--- src/rtl/att_pkg.sv ---
package att_pkg;

   localparam int ZFRAC = 24;
   localparam int ZW = 34;
   localparam int ATAN_ENTRIES = 24;

   localparam logic [1:0] CSR_DEADZONE = 2'd0;
   localparam logic [1:0] CSR_FULLSCALE = 2'd1;
   localparam logic [1:0] CSR_MOVE = 2'd2;

   typedef struct packed {
      logic signed [15:0] accel_x;
      logic signed [15:0] accel_y;
      logic signed [15:0] accel_z;
      logic               calibrate;
   } req_type;

   typedef struct packed {
      logic signed [15:0] joy_x;
      logic signed [15:0] joy_y;
      logic               report;
   } rsp_type;

   typedef enum logic [3:0] {
      ST_IDLE, ST_SQRT, ST_PRE_X, ST_CORD_X, ST_PRE_Y, ST_CORD_Y,
      ST_POST, ST_JOY_X, ST_DIV_X, ST_JOY_Y, ST_DIV_Y, ST_OUT
   } state_type;

   function automatic logic [ZW-1:0] atan_lut(input logic [4:0] i);
      logic [ZW-1:0] v;
      begin
         unique case (i)
            5'd0:  v = 34'd754974720;
            5'd1:  v = 34'd445687602;
            5'd2:  v = 34'd235489089;
            5'd3:  v = 34'd119537938;
            5'd4:  v = 34'd60000934;
            5'd5:  v = 34'd30029717;
            5'd6:  v = 34'd15018523;
            5'd7:  v = 34'd7509720;
            5'd8:  v = 34'd3754917;
            5'd9:  v = 34'd1877466;
            5'd10: v = 34'd938734;
            5'd11: v = 34'd469367;
            5'd12: v = 34'd234684;
            5'd13: v = 34'd117342;
            5'd14: v = 34'd58671;
            5'd15: v = 34'd29335;
            5'd16: v = 34'd14668;
            5'd17: v = 34'd7334;
            5'd18: v = 34'd3667;
            5'd19: v = 34'd1833;
            5'd20: v = 34'd917;
            5'd21: v = 34'd458;
            5'd22: v = 34'd229;
            5'd23: v = 34'd115;
            default: v = '0;
         endcase
         return v;
      end
   endfunction

endpackage

--- src/rtl/att_cordic.sv ---
module att_cordic
   import att_pkg::*;
#(
   parameter int W = 44
) (
   input  logic                clock,
   input  logic                start,
   input  logic                step,
   input  logic signed [W-1:0] y_in,
   input  logic signed [W-1:0] x_in,
   input  logic [4:0]          idx,
   output logic signed [ZW-1:0] z_out
);

   logic signed [W-1:0]  x_ff, y_ff, x_in_w, y_in_w, dx, dy;
   logic signed [ZW-1:0] z_ff, z_in_w;
   logic [ZW-1:0]        a;

   always_comb begin
      x_in_w = x_ff;
      y_in_w = y_ff;
      z_in_w = z_ff;
      dx = y_ff >>> idx;
      dy = x_ff >>> idx;
      a = atan_lut(idx);
      if (start) begin
         // fold the left half-plane into the right
         x_in_w = x_in;
         y_in_w = y_in;
         z_in_w = '0;
         if (x_in < 0) begin
            if (y_in >= 0) begin
               x_in_w = y_in;
               y_in_w = -x_in;
               z_in_w = ZW'(90) <<< ZFRAC;
            end else begin
               x_in_w = -y_in;
               y_in_w = x_in;
               z_in_w = -(ZW'(90) <<< ZFRAC);
            end
         end
      end else if (step) begin
         if (y_ff >= 0) begin
            x_in_w = x_ff + dx;
            y_in_w = y_ff - dy;
            z_in_w = z_ff + $signed(a);
         end else begin
            x_in_w = x_ff - dx;
            y_in_w = y_ff + dy;
            z_in_w = z_ff - $signed(a);
         end
      end
   end

   always_ff @(posedge clock) begin
      x_ff <= x_in_w;
      y_ff <= y_in_w;
      z_ff <= z_in_w;
   end

   assign z_out = z_ff;

endmodule

--- src/rtl/att_sqrt.sv ---
module att_sqrt (
   input  logic        clock,
   input  logic        start,
   input  logic [47:0] n_in,
   output logic [23:0] root,
   output logic        done
);

   logic [47:0] n_ff, n_in_w, res_ff, res_in_w, bit_ff, bit_in_w;
   logic        busy_ff, busy_in;

   always_comb begin
      n_in_w = n_ff;
      res_in_w = res_ff;
      bit_in_w = bit_ff;
      busy_in = busy_ff;
      if (start) begin
         n_in_w = n_in;
         res_in_w = '0;
         bit_in_w = 48'h4000_0000_0000;
         busy_in = 1'b1;
      end else if (busy_ff) begin
         if (n_ff >= res_ff + bit_ff) begin
            n_in_w = n_ff - (res_ff + bit_ff);
            res_in_w = (res_ff >> 1) + bit_ff;
         end else begin
            res_in_w = res_ff >> 1;
         end
         bit_in_w = bit_ff >> 2;
         if (bit_ff[0]) busy_in = 1'b0;
      end
   end

   always_ff @(posedge clock) begin
      n_ff <= n_in_w;
      res_ff <= res_in_w;
      bit_ff <= bit_in_w;
      busy_ff <= busy_in;
   end

   assign root = res_ff[23:0];
   assign done = !busy_ff;

endmodule

--- src/rtl/accel_tilt_to_joystick.sv ---
// Accelerometer tilt to joystick converter.
// req_ channel: one transfer carries a three-axis sample plus a calibrate flag.
// rsp_ channel: one transfer per sample with joy_x (minus pitch), joy_y (minus
// roll, offset removed) and a report flag.
// csr_ port: APB-style, registers dead zone (0x0), full scale (0x4) and report
// threshold (0x8), all in whole degrees; write only while idle.
// Processing: the square root, then the two arctangents on one shared CORDIC
// datapath, then the bit-serial joystick scaling divider for each axis in turn,
// then the output register is loaded and rsp_valid rises.
// Flow: one sample at a time; req_ready is low while a sample is in work and
// while the result waits in the output register.
// Reset: registers return to 10, 80, 2; roll offset and last report clear.
// Receiver stall: the result holds in rsp_ until rsp_ready takes it.
module accel_tilt_to_joystick
   import att_pkg::*;
#(
   parameter int CORDIC_STEPS = 16
) (
   input  logic        clock,
   input  logic        reset,
   input  logic        req_valid,
   output logic        req_ready,
   input  req_type     req_data,
   output logic        rsp_valid,
   input  logic        rsp_ready,
   output rsp_type     rsp_data,
   input  logic        psel,
   input  logic        penable,
   input  logic        pwrite,
   input  logic [3:0]  paddr,
   input  logic [31:0] pwdata,
   output logic [31:0] prdata,
   output logic        pready
);

   localparam int NSTEPS = (CORDIC_STEPS > ATAN_ENTRIES) ? ATAN_ENTRIES : CORDIC_STEPS;
   localparam int CW = 44;

   state_type state_ff, state_in;
   logic [6:0] dz_ff, mv_ff;
   logic [7:0] fs_ff;
   req_type    req_ff;
   logic [4:0] cnt_ff, cnt_in;
   logic signed [17:0] ax_ff, ay_ff, off_ff, lrx_ff, lry_ff;
   logic signed [17:0] xa_ff, ya_ff, xa_in, ya_in;
   rsp_type    rsp_ff;
   logic       rep_ff, rep_in;
   logic       rsp_valid_q;

   // configuration
   logic       wr;
   logic [1:0] ridx;
   assign pready = 1'b1;
   assign wr = psel && penable && pwrite;
   assign ridx = paddr[3:2];
   always_ff @(posedge clock) begin
      if (reset) begin
         dz_ff <= 7'd10;
         fs_ff <= 8'd80;
         mv_ff <= 7'd2;
      end else if (wr) begin
         unique case (ridx)
            CSR_DEADZONE:  dz_ff <= pwdata[6:0];
            CSR_FULLSCALE: fs_ff <= pwdata[7:0];
            CSR_MOVE:      mv_ff <= pwdata[6:0];
            default: ;
         endcase
      end
   end
   always_comb begin
      prdata = '0;
      if (paddr[1:0] == 2'b00) begin
         unique case (ridx)
            CSR_DEADZONE:  prdata = {25'd0, dz_ff};
            CSR_FULLSCALE: prdata = {24'd0, fs_ff};
            CSR_MOVE:      prdata = {25'd0, mv_ff};
            default:       prdata = '0;
         endcase
      end
   end

   // square root of (ay^2 + az^2) << 16, squares formed once at acceptance
   logic [31:0] ay2_ff, az2_ff;
   logic [47:0] sq_n;
   logic [23:0] root;
   logic        sq_done, sq_start;
   assign sq_n = {15'd0, {1'b0, ay2_ff} + {1'b0, az2_ff}} << 16;
   att_sqrt u_sqrt (
      .clock(clock), .start(sq_start), .n_in(sq_n), .root(root), .done(sq_done)
   );

   // shared CORDIC
   logic              c_start, c_step;
   logic signed [CW-1:0] c_y, c_x;
   logic signed [ZW-1:0] z;
   att_cordic #(.W(CW)) u_cordic (
      .clock(clock), .start(c_start), .step(c_step), .y_in(c_y), .x_in(c_x),
      .idx(cnt_ff), .z_out(z)
   );

   // round to 8 fraction bits (16 dropped bits, ties up) and negate
   logic signed [ZW-1:0] zr;
   logic signed [17:0]   ang;
   assign zr = (z + ZW'(32768)) >>> 16;
   assign ang = -zr[17:0];

   // joystick divider: q = mag*32767 / (fs<<8), bit serial, 32 quotient bits
   logic [31:0] rem_ff, rem_in, num_ff, num_in;
   logic [31:0] q_ff, q_in;
   logic [16:0] mulmag;
   logic [31:0] den;
   logic [33:0] r2;
   logic [31:0] qr;
   logic [15:0] joy;
   logic        neg_ff, neg_in;
   assign den = {16'd0, (fs_ff == 8'd0 ? 8'd1 : fs_ff), 8'd0};
   always_comb begin
      logic [31:0] rs;
      rs = {rem_ff[30:0], num_ff[31]};
      r2 = {1'b0, rem_ff, 1'b0};
      qr = q_ff + 32'(((r2 > {2'b0, den}) || (r2 == {2'b0, den} && q_ff[0])) ? 1 : 0);
      joy = (qr > 32'd32767) ? 16'd32767 : qr[15:0];
      if (neg_ff) joy = -joy;
      rem_in = rs;
      q_in = {q_ff[30:0], 1'b0};
      num_in = {num_ff[30:0], 1'b0};
      if (rs >= den) begin
         rem_in = rs - den;
         q_in[0] = 1'b1;
      end
   end

   logic signed [17:0] sel;
   logic [17:0] mag;
   logic signed [18:0] dx, dy;
   logic [18:0] adx, ady;
   always_comb begin
      sel = (state_ff == ST_JOY_X) ? xa_ff : ya_ff;
      mag = sel[17] ? 18'(-sel) : 18'(sel);
      mulmag = mag[16:0];
      dx = {xa_ff[17], xa_ff} - {lrx_ff[17], lrx_ff};
      dy = {ya_ff[17], ya_ff} - {lry_ff[17], lry_ff};
      adx = dx[18] ? 19'(-dx) : 19'(dx);
      ady = dy[18] ? 19'(-dy) : 19'(dy);
   end

   logic signed [17:0] yo, dzv;
   assign dzv = {3'd0, dz_ff, 8'd0};

   always_comb begin
      state_in = state_ff;
      cnt_in = cnt_ff;
      sq_start = 1'b0;
      c_start = 1'b0;
      c_step = 1'b0;
      c_x = '0;
      c_y = '0;
      xa_in = xa_ff;
      ya_in = ya_ff;
      rep_in = rep_ff;
      neg_in = neg_ff;
      yo = ya_ff;
      unique case (state_ff)
         ST_IDLE: if (req_valid) state_in = ST_SQRT;
         ST_SQRT: begin
            sq_start = 1'b1;
            state_in = ST_PRE_X;
         end
         ST_PRE_X: if (sq_done) begin
            c_start = 1'b1;
            c_y = CW'(ax_ff) <<< 8;
            c_x = CW'({1'b0, root});
            cnt_in = '0;
            state_in = ST_CORD_X;
         end
         ST_CORD_X: begin
            c_step = 1'b1;
            cnt_in = cnt_ff + 5'd1;
            if (cnt_ff == 5'(NSTEPS - 1)) begin
               state_in = ST_PRE_Y;
            end
         end
         ST_PRE_Y: begin
            // an all-zero vector gives angle zero
            xa_in = (ax_ff == 0 && root == 0) ? '0 : ang;
            c_start = 1'b1;
            c_y = CW'(ay_ff) <<< 8;
            c_x = CW'(req_ff.accel_z) <<< 8;
            cnt_in = '0;
            state_in = ST_CORD_Y;
         end
         ST_CORD_Y: begin
            c_step = 1'b1;
            cnt_in = cnt_ff + 5'd1;
            if (cnt_ff == 5'(NSTEPS - 1)) state_in = ST_POST;
         end
         ST_POST: begin
            yo = (ay_ff == 0 && req_ff.accel_z == 0) ? '0 : ang;
            if (req_ff.calibrate) yo = '0;
            else yo = yo - off_ff;
            ya_in = ((yo[17] ? -yo : yo) < dzv) ? '0 : yo;
            xa_in = ((xa_ff[17] ? -xa_ff : xa_ff) < dzv) ? '0 : xa_ff;
            state_in = ST_JOY_X;
         end
         ST_JOY_X: begin
            neg_in = sel[17];
            rep_in = req_ff.calibrate ||
                     adx >= {4'd0, mv_ff, 8'd0} || ady >= {4'd0, mv_ff, 8'd0};
            cnt_in = '0;
            state_in = ST_DIV_X;
         end
         ST_DIV_X: begin
            cnt_in = cnt_ff + 5'd1;
            if (cnt_ff == 5'd31) state_in = ST_JOY_Y;
         end
         ST_JOY_Y: begin
            neg_in = sel[17];
            cnt_in = '0;
            state_in = ST_DIV_Y;
         end
         ST_DIV_Y: begin
            cnt_in = cnt_ff + 5'd1;
            if (cnt_ff == 5'd31) state_in = ST_OUT;
         end
         ST_OUT: if (rsp_valid_q && rsp_ready) state_in = ST_IDLE;
         default: state_in = ST_IDLE;
      endcase
   end

   logic [31:0] prod;
   assign prod = 32'(mulmag) * 32'd32767;

   always_ff @(posedge clock) begin
      if (reset) begin
         state_ff <= ST_IDLE;
         cnt_ff <= '0;
         off_ff <= '0;
         lrx_ff <= '0;
         lry_ff <= '0;
      end else begin
         state_ff <= state_in;
         cnt_ff <= cnt_in;
         if (state_ff == ST_POST && req_ff.calibrate) begin
            off_ff <= (ay_ff == 0 && req_ff.accel_z == 0) ? '0 : ang;
         end
         if (state_ff == ST_JOY_X) begin
            if (req_ff.calibrate || adx >= {4'd0, mv_ff, 8'd0}) lrx_ff <= xa_ff;
            if (req_ff.calibrate || ady >= {4'd0, mv_ff, 8'd0}) lry_ff <= ya_ff;
         end
      end
   end

   always_ff @(posedge clock) begin
      xa_ff <= xa_in;
      ya_ff <= ya_in;
      rep_ff <= rep_in;
      neg_ff <= neg_in;
      if (state_ff == ST_IDLE && req_valid) begin
         req_ff <= req_data;
         ax_ff <= 18'(req_data.accel_x);
         ay_ff <= 18'(req_data.accel_y);
         ay2_ff <= 32'(req_data.accel_y * req_data.accel_y);
         az2_ff <= 32'(req_data.accel_z * req_data.accel_z);
      end
      // load divider, shift one quotient bit a cycle
      if (state_ff == ST_JOY_X || state_ff == ST_JOY_Y) begin
         num_ff <= prod;
         rem_ff <= '0;
         q_ff <= '0;
      end else if (state_ff == ST_DIV_X || state_ff == ST_DIV_Y) begin
         num_ff <= num_in;
         rem_ff <= rem_in;
         q_ff <= q_in;
      end
      if (state_ff == ST_JOY_Y) rsp_ff.joy_x <= joy;
      if (state_ff == ST_DIV_Y && cnt_ff == 5'd31) begin
         rsp_ff.report <= rep_ff;
      end
      if (state_ff == ST_OUT && !rsp_valid_q) rsp_ff.joy_y <= joy;
   end

   // joy_y is captured on the first ST_OUT cycle, once the last quotient bit lands
   always_ff @(posedge clock) begin
      if (reset) rsp_valid_q <= 1'b0;
      else rsp_valid_q <= (state_ff == ST_OUT) && !(rsp_valid_q && rsp_ready);
   end

   assign req_ready = (state_ff == ST_IDLE);
   assign rsp_valid = rsp_valid_q;
   assign rsp_data = rsp_ff;

endmodule

--- config.mk ---
export PLATFORM = sky130hd
export DESIGN_NAME = accel_tilt_to_joystick
export DESIGN_NICKNAME = d
export VERILOG_FILES = /design/src/rtl/att_pkg.sv /design/src/rtl/att_cordic.sv /design/src/rtl/att_sqrt.sv /design/src/rtl/accel_tilt_to_joystick.sv
export SDC_FILE = /design/constraint.sdc
export NUM_CORES = 2
export LEC_CHECK = 0
export ABC_AREA = 1
export ABC_CLOCK_PERIOD_IN_PS = 24400
export BUFFER_PORTS_ARGS = -buffer_cell sky130_fd_sc_hd__buf_2
export CAP_MARGIN = 20
export CORE_MARGIN = 3
export CORE_UTILIZATION = 30
export CTS_BUF_LIST = sky130_fd_sc_hd__clkbuf_4 sky130_fd_sc_hd__clkbuf_8 sky130_fd_sc_hd__clkbuf_16
export CTS_CLUSTER_SIZE = 16
export DETAILED_ROUTE_END_ITERATION = 10
export HOLD_SLACK_MARGIN = 0.08
export PLACE_DENSITY = 0.43
export SLEW_MARGIN = 30
export SYNTH_ARGS = -nofsm -noshare
export SYNTH_HDL_FRONTEND = slang
export SYNTH_HIERARCHICAL = 1
export SYNTH_SLANG_ARGS = --single-unit
--- constraint.sdc ---
create_clock -name clock -period 24.4 [get_ports clock]
set_clock_uncertainty 0.1 [all_clocks]
set_input_delay 4.88 -clock clock [delete_from_list [all_inputs] [get_ports clock]]
set_output_delay 4.88 -clock clock [all_outputs]
set_load 0.03 [all_outputs]
After elaboration in Yosys (flattened, before gate mapping)

Memories as Yosys holds them, arrays and structs flattened. A register that Yosys moved wholly into a read port is not among the register bits.
Cells that the tools add are included.
Widths: inputs -> output; s select.

Register bits: 609
Bits in latches: 0
Bits in writable memories: 0
Memory bits (read-only): 960
Bits of input ports: 92
Output and inout port bits: 68
Word-level logic and storage cells: 210
Memories: 1

Add/sub/neg operators: 26
$mul: 3
Divide/modulo/power cells: 0
$lt $le $gt $ge: 11
Eq/ne operators: 24
Shift operators: 2
Muxes and demuxes: 63
Bitwise gates (word level): 0
Reductions and logical operators: 47

Memories:

| name            | depth | bits a word | read ports | clocked after memory_dff | write ports | line          | text |
|---|---|---|---|---|---|---|---|
| (no name shown) | 32    | 30          | 1          | 1                        | 0           | att_pkg.sv:32 | `unique case (i)` |

Operators by type and width:

| cell                | number |
|---|---|
| $mux 44             | 11 |
| $mux 48             | 4 |
| $pmux 44 s2         | 2 |
| $mux 34             | 5 |
| $mux 18             | 8 |
| $logic_not 32->1    | 3 |
| $mux 32             | 3 |
| $add 44x44->44      | 2 |
| $ge 44x1->1 const B | 2 |
| $neg 44->44         | 2 |
| $sshr 44x5->44      | 2 |
| $sub 44x44->44      | 2 |
| $mul 16x16->32      | 2 |
| $neg 18->18         | 3 |
| $add 47x47->48      | 1 |
| $add 48x47->48      | 1 |
| $ge 48x48->1        | 1 |
| $pmux 4 s12         | 1 |
| $sub 48x48->48      | 1 |
| $lt 44x1->1 const B | 1 |
| $ge 19x15->1        | 2 |
| $mux 19             | 2 |
| $neg 19->19         | 2 |
| $sub 18x18->19      | 2 |
| other kinds (51)    | 111 |

Longest topological paths before layout

Word-level depth: 11
Mapped depth: 43
Depth with buffers taken out: 43

Hierarchy

Netlist, hierarchy kept.

Modules (own cells, without submodules):

| module                 | instances | cells each | area an instance (um^2) | sequential area each (um^2) |
|---|---|---|---|---|
| accel_tilt_to_joystick | 1         | 5,691      | 46,189.3                | 9,369.0 |
| att_cordic             | 1         | 4,039      | 23,432.5                | 3,663.5 |
| att_sqrt               | 1         | 2,370      | 13,855.8                | 2,902.8 |

Least setup slack after synthesis

No wires, ideal clock.

Kind: input port to output port
From: input paddr[2]
To: output prdata[7]
Arrival: 6,085 ps
Required time: 19,420 ps
Path slack: 13,335 ps
Stages: 4
Buffers on the path: 0
Cells stage by stage: inv_1 -> nor2_1 -> inv_1 -> nor4_1

Cells in the longest elaborated chain, start to end: 3
Elaborated cells on any way between the ends: 5
Classes of those cells: 2 x eq/ne; 2 x mux; 1 x reduce/logical

Ends and longest elaborated chain:

| element                            | line                         | text |
|---|---|---|
| from (decl)                        | accel_tilt_to_joystick.sv:30 | `input logic [3:0] paddr,` |
| $eq 2x2->1 (tied with other cells) | accel_tilt_to_joystick.sv:73 | `unique case (ridx)` |
| $pmux 8 s3 (*)                     | accel_tilt_to_joystick.sv:73 |  |
| $mux 8 (*)                         | accel_tilt_to_joystick.sv:72 | `if (paddr[1:0] == 2'b00) begin` |
| to (decl)                          | accel_tilt_to_joystick.sv:32 | `output logic [31:0] prdata,` |

Mark *: on every way between the ends. The rest lies on a longest branch, timed or not.

Final worst setup path

From: input req_data[32] in the netlist's numbering
To: register ay2_ff[25] (data pin)

Cells in the longest elaborated chain, start to end: 1

Ends and longest elaborated chain:

| element              | line                          | text |
|---|---|---|
| from (decl)          | accel_tilt_to_joystick.sv:23  | `input req_type req_data,` |
| $mul 16x16->32       | accel_tilt_to_joystick.sv:262 | `ay2_ff <= 32'(req_data.accel_y * req_data.accel_y);` |
| to (signal assigned) | accel_tilt_to_joystick.sv:262 |  |
| to (decl)            | accel_tilt_to_joystick.sv:83  | `logic [31:0] ay2_ff, az2_ff;` |

No other way between the ends.
A chain may end at the register's enable or synchronous reset.

==> metrics.json <==
{
  "result_of_the_run": {"value": "completed"},
  "worst_path_max_delay_cell": {"value": "clkinv_1"},
  "rows": {"value": 193},
  "r2r_end": {"value": "num_ff[31]"},
  "synth_edf_count": {"value": 382},
  "setup.worst_path.end_class": {"value": "flip-flop"},
  "post_route_drc_violation_count": {"value": 0},
  "syn-mean-instance-area": {"value": 6.90, "unit": "um2"},
  "first_pass_grt_wire_length": {"value": 454000, "unit": "um"},
  "per_cell_via_count_in_the_routed_design": {"value": 4.91},
  "max_slew_margin": {"value": 34.9, "unit": "%"},
  "worst_ep_required_time": {"value": 24.90, "unit": "ns"},
  "worstPathMaxFanout": {"value": 23},
  "regToRegSetupSlack": {"value": 14.07, "unit": "ns"},
  "longest_individual_stage_delay_on_the_worst_path": {"value": 0.57, "unit": "ns"},
  "finish.net_count": {"value": 13400},
  "synth-simple-area-share": {"value": 27.2, "unit": "%"},
  "netlist_instances": {"value": 12100},
  "finalWeightedCongestion": {"value": 0.937},
  "hold_class": {"value": "reg2reg"},
  "cts_post_setup_buffers_inserted": {"value": 0},
  "grt_pass1_vias": {"value": 76300},
  "post_synth_xor_area_fraction": {"value": 5.54, "unit": "%"},
  "placedInstanceArea": {"value": 0.0876, "unit": "mm2"},
  "final_period_minus_worst_setup_slack": {"value": 11.35, "unit": "ns"},
  "tns": {"value": 0, "unit": "ns"},
  "final_max_slew_viol_count": {"value": 0},
  "clock_insertion_delay_worst_skew": {"value": 0.85, "unit": "ns"},
  "number_of_drc_markers_in_iteration_0": {"value": 5856},
  "routed-via-count": {"value": 77700},
  "post_route_cells_drive_above_1_share": {"value": 4.77, "unit": "%"},
  "asyncSetResetFlopFracSynth": {"value": 0, "unit": "%"},
  "cts_tree": {"value": "done"},
  "fp.dieArea": {"value": 0.285, "unit": "mm2"},
  "drtPass1Iterations": {"value": 6},
  "synth_top_family_by_area": {"value": "simple AND/OR/NAND/NOR gates"},
  "synth_top_flop_cell": {"value": "edfxtp_1"},
  "synth.ff_latch_count": {"value": 605},
  "fp.dieH": {"value": 534, "unit": "um"},
  "hold_fix_buffers_cts": {"value": 0},
  "setup-violations-final": {"value": 0},
  "timing.final.hold_violations": {"value": 0},
  "floorplan.die.width": {"value": 534, "unit": "um"},
  "number_of_antenna_violations_at_the_first_check_in_global_routing": {"value": 14},
  "initial_core_utilization": {"value": 30.2, "unit": "%"},
  "port-buffer-count": {"value": 110},
  "synth-compound-area-share": {"value": 12.5, "unit": "%"},
  "startpoint": {"value": "req_data[32]"},
  "grt_setup_unrepaired": {"value": "false"},
  "root_buffer": {"value": "clkbuf_16"},
  "post_cts.resized_instances": {"value": 0},
  "worstSetupPathType": {"value": "in2reg"},
  "worst_ep_arrival_time": {"value": 11.84, "unit": "ns"},
  "avgRoutedWirePerCell": {"value": 18.6, "unit": "um"},
  "yosysWarningCount": {"value": 6},
  "mapped_cell_area": {"value": 0.0835, "unit": "mm2"},
  "maxClockFrequency": {"value": 88.1, "unit": "MHz"},
  "wirelength": {"value": 295000, "unit": "um"},
  "timing.final.crit_share": {"value": 46.5, "unit": "%"},
  "maxcap_violations": {"value": 0},
  "detail-route-antenna-nets": {"value": 0},
  "fin_worst_hold_slack": {"value": 0.378, "unit": "ns"},
  "clkSlewWorstSetupHoldPaths": {"value": 0.06, "unit": "ns"},
  "clock_tree.buffer_depth": {"value": 4},
  "core_area": {"value": 0.277, "unit": "mm2"},
  "numCtsBuffers": {"value": 91},
  "global_route_usage_over_all_layers": {"value": 20.2, "unit": "%"},
  "io_pins": {"value": 160},
  "syn_to_final_growth": {"value": 8.68, "unit": "%"},
  "synthMuxAreaShare": {"value": 0.0120, "unit": "%"},
  "mostFrequentLayoutCell": {"value": "nand2_1"},
  "tritoncts_num_sinks": {"value": 605},
  "worstReg2RegStart": {"value": "state_ff[2]"},
  "final_cell_mix": {"value": "nand2_1 (2801), inv_1 (2087), nor2_1 (1046)"},
  "grt_max_degree": {"value": 95},
  "htree_levels": {"value": 3},
  "worst_max_slew_pin_slew": {"value": 0.969, "unit": "ns"},
  "place_hpwl": {"value": 241000, "unit": "um"},
  "design_area": {"value": 0.0907, "unit": "mm2"},
  "yosys.cell_types.count": {"value": 82},
  "worst_setup_path_endpoint": {"value": "ay2_ff[25]"},
  "crit_path_frequent_cell": {"value": "fa_1"},
  "start_kind": {"value": "input port"},
  "timing.reg2reg.worst_path_depth": {"value": 35},
  "crit_chain": {"value": "buf_2 -> clkinv_1 -> or2_2 -> fa_1 -> fa_1 -> inv_1 -> fa_1 -> inv_1 -> fa_1 -> fa_1 -> inv_1 -> fa_1 -> ha_1 -> nand2_1 -> o21ai_0 -> a21oi_1 -> o21ai_0 -> a21oi_1 -> o21ai_0 -> nand3_1 -> nand2_1 -> xor2_1"},
  "synth-adder-area-share": {"value": 23.8, "unit": "%"},
  "grt.overflow.total": {"value": 0},
  "fraction_of_the_yosys_area_taken_by_sequential_cells": {"value": 19.1, "unit": "%"}
}
-- cells in the mapped netlist, types with 112 or more instances --
| library cell | instances | share of area [%] |
|---|---|---|
| nor3_1 | 112 | 0.67 |
| xnor2_1 | 194 | 2.0 |
| inv_1 | 2091 | 9.4 |
| dfxtp_1 | 223 | 5.3 |
| nand2_1 | 2804 | 13 |
| ha_1 | 620 | 9.3 |
| xor2_1 | 330 | 3.5 |
| a21oi_1 | 778 | 4.7 |
| nor2_1 | 1057 | 4.8 |
| o21ai_0 | 656 | 3.9 |
| edfxtp_1 | 382 | 14 |
| nand3_1 | 936 | 5.6 |
| fa_1 | 607 | 15 |
| clkbuf_1 | 207 | 0.93 |
| nand4_1 | 134 | 1.0 |
-- flip-flops by register name (all words and copies together), names as in the netlist, 5 cells and up --
register,cells
ax_ff,16
ay2_ff,30
ay_ff,16
az2_ff,30
cnt_ff,5
dz_ff,7
fs_ff,8
lrx_ff,18
lry_ff,18
mv_ff,7
num_ff,32
off_ff,18
q_ff,32
rem_ff,32
req_ff,17
rsp_data,33
u_cordic/x_ff,44
u_cordic/y_ff,44
u_cordic/z_out,34
u_sqrt/bit_ff,24
u_sqrt/n_ff,48
u_sqrt/res_ff,48
xa_ff,18
ya_ff,18
-- how the worst min path moves through the flow --
stage | startpoint | slack [ns] | end | depth (start not counted)
after detailed placement | lrx_ff[16] | 0.37 | lrx_ff[16] | 2
final | lrx_ff[1] | 0.38 | lrx_ff[1] | 2
after CTS | lrx_ff[16] | 0.38 | lrx_ff[16] | 2
after global placement | lrx_ff[7] | 0.36 | lrx_ff[7] | 2
after global routing | lrx_ff[16] | 0.40 | lrx_ff[16] | 2
after floorplan | rep_ff | 0.30 | rsp_data[0] | 0
-- per-stage QoR --
step	std cells	setup WS, ns	util, %
2_1_floorplan	12200	13.33	-
3_3_place_gp	15600	12.19	31.6
3_5_place_dp	15600	12.27	31.6
4_1_cts	15800	13.06	32.8
5_1_grt	15800	12.55	32.8
6_report	15800	13.05	32.8
-- per-layer routing --
metal	routed length [um]	GRT usage, %	vias up
met4	7950	5.40	6
met5	39	0	-
li1	-	-	38700
met2	136000	33.5	1889
met3	13700	2.24	347
met1	137000	27.8	36800
-- critical path: cells and delay by family --
family	cells	cell delay (ns)
AO/OA/AOI/OAI	5	1.21
adder cells (fa/ha/maj)	7	3.53
XOR/XNOR	1	0.20
AND/OR/NAND/NOR	4	0.78
buffers and inverters	5	1.21
-- area by class of cell --
class	count	area, um2
clock inverter	45	502
tap	3705	4640
inverter	2133	8020
antenna	6	15.0
multi-input combinational	9034	58000
fill	30400	186000
timing repair buffer	168	986
sequential	605	15900
clock buffer	118	2610
-- kinds of logic after synthesis --
group,Yosys count
AOI/OAI and AO/OA,1882
xor gates and xnor gates,526
adders and majority gates,1227
buffers and inverters,2522
DFF,605
muxes,1
other,2
and+or+nand+nor,5335
Power is left out: the tool's default activity adds up to more than one toggle a clock period on the data nets, which glitch-free logic cannot reach.
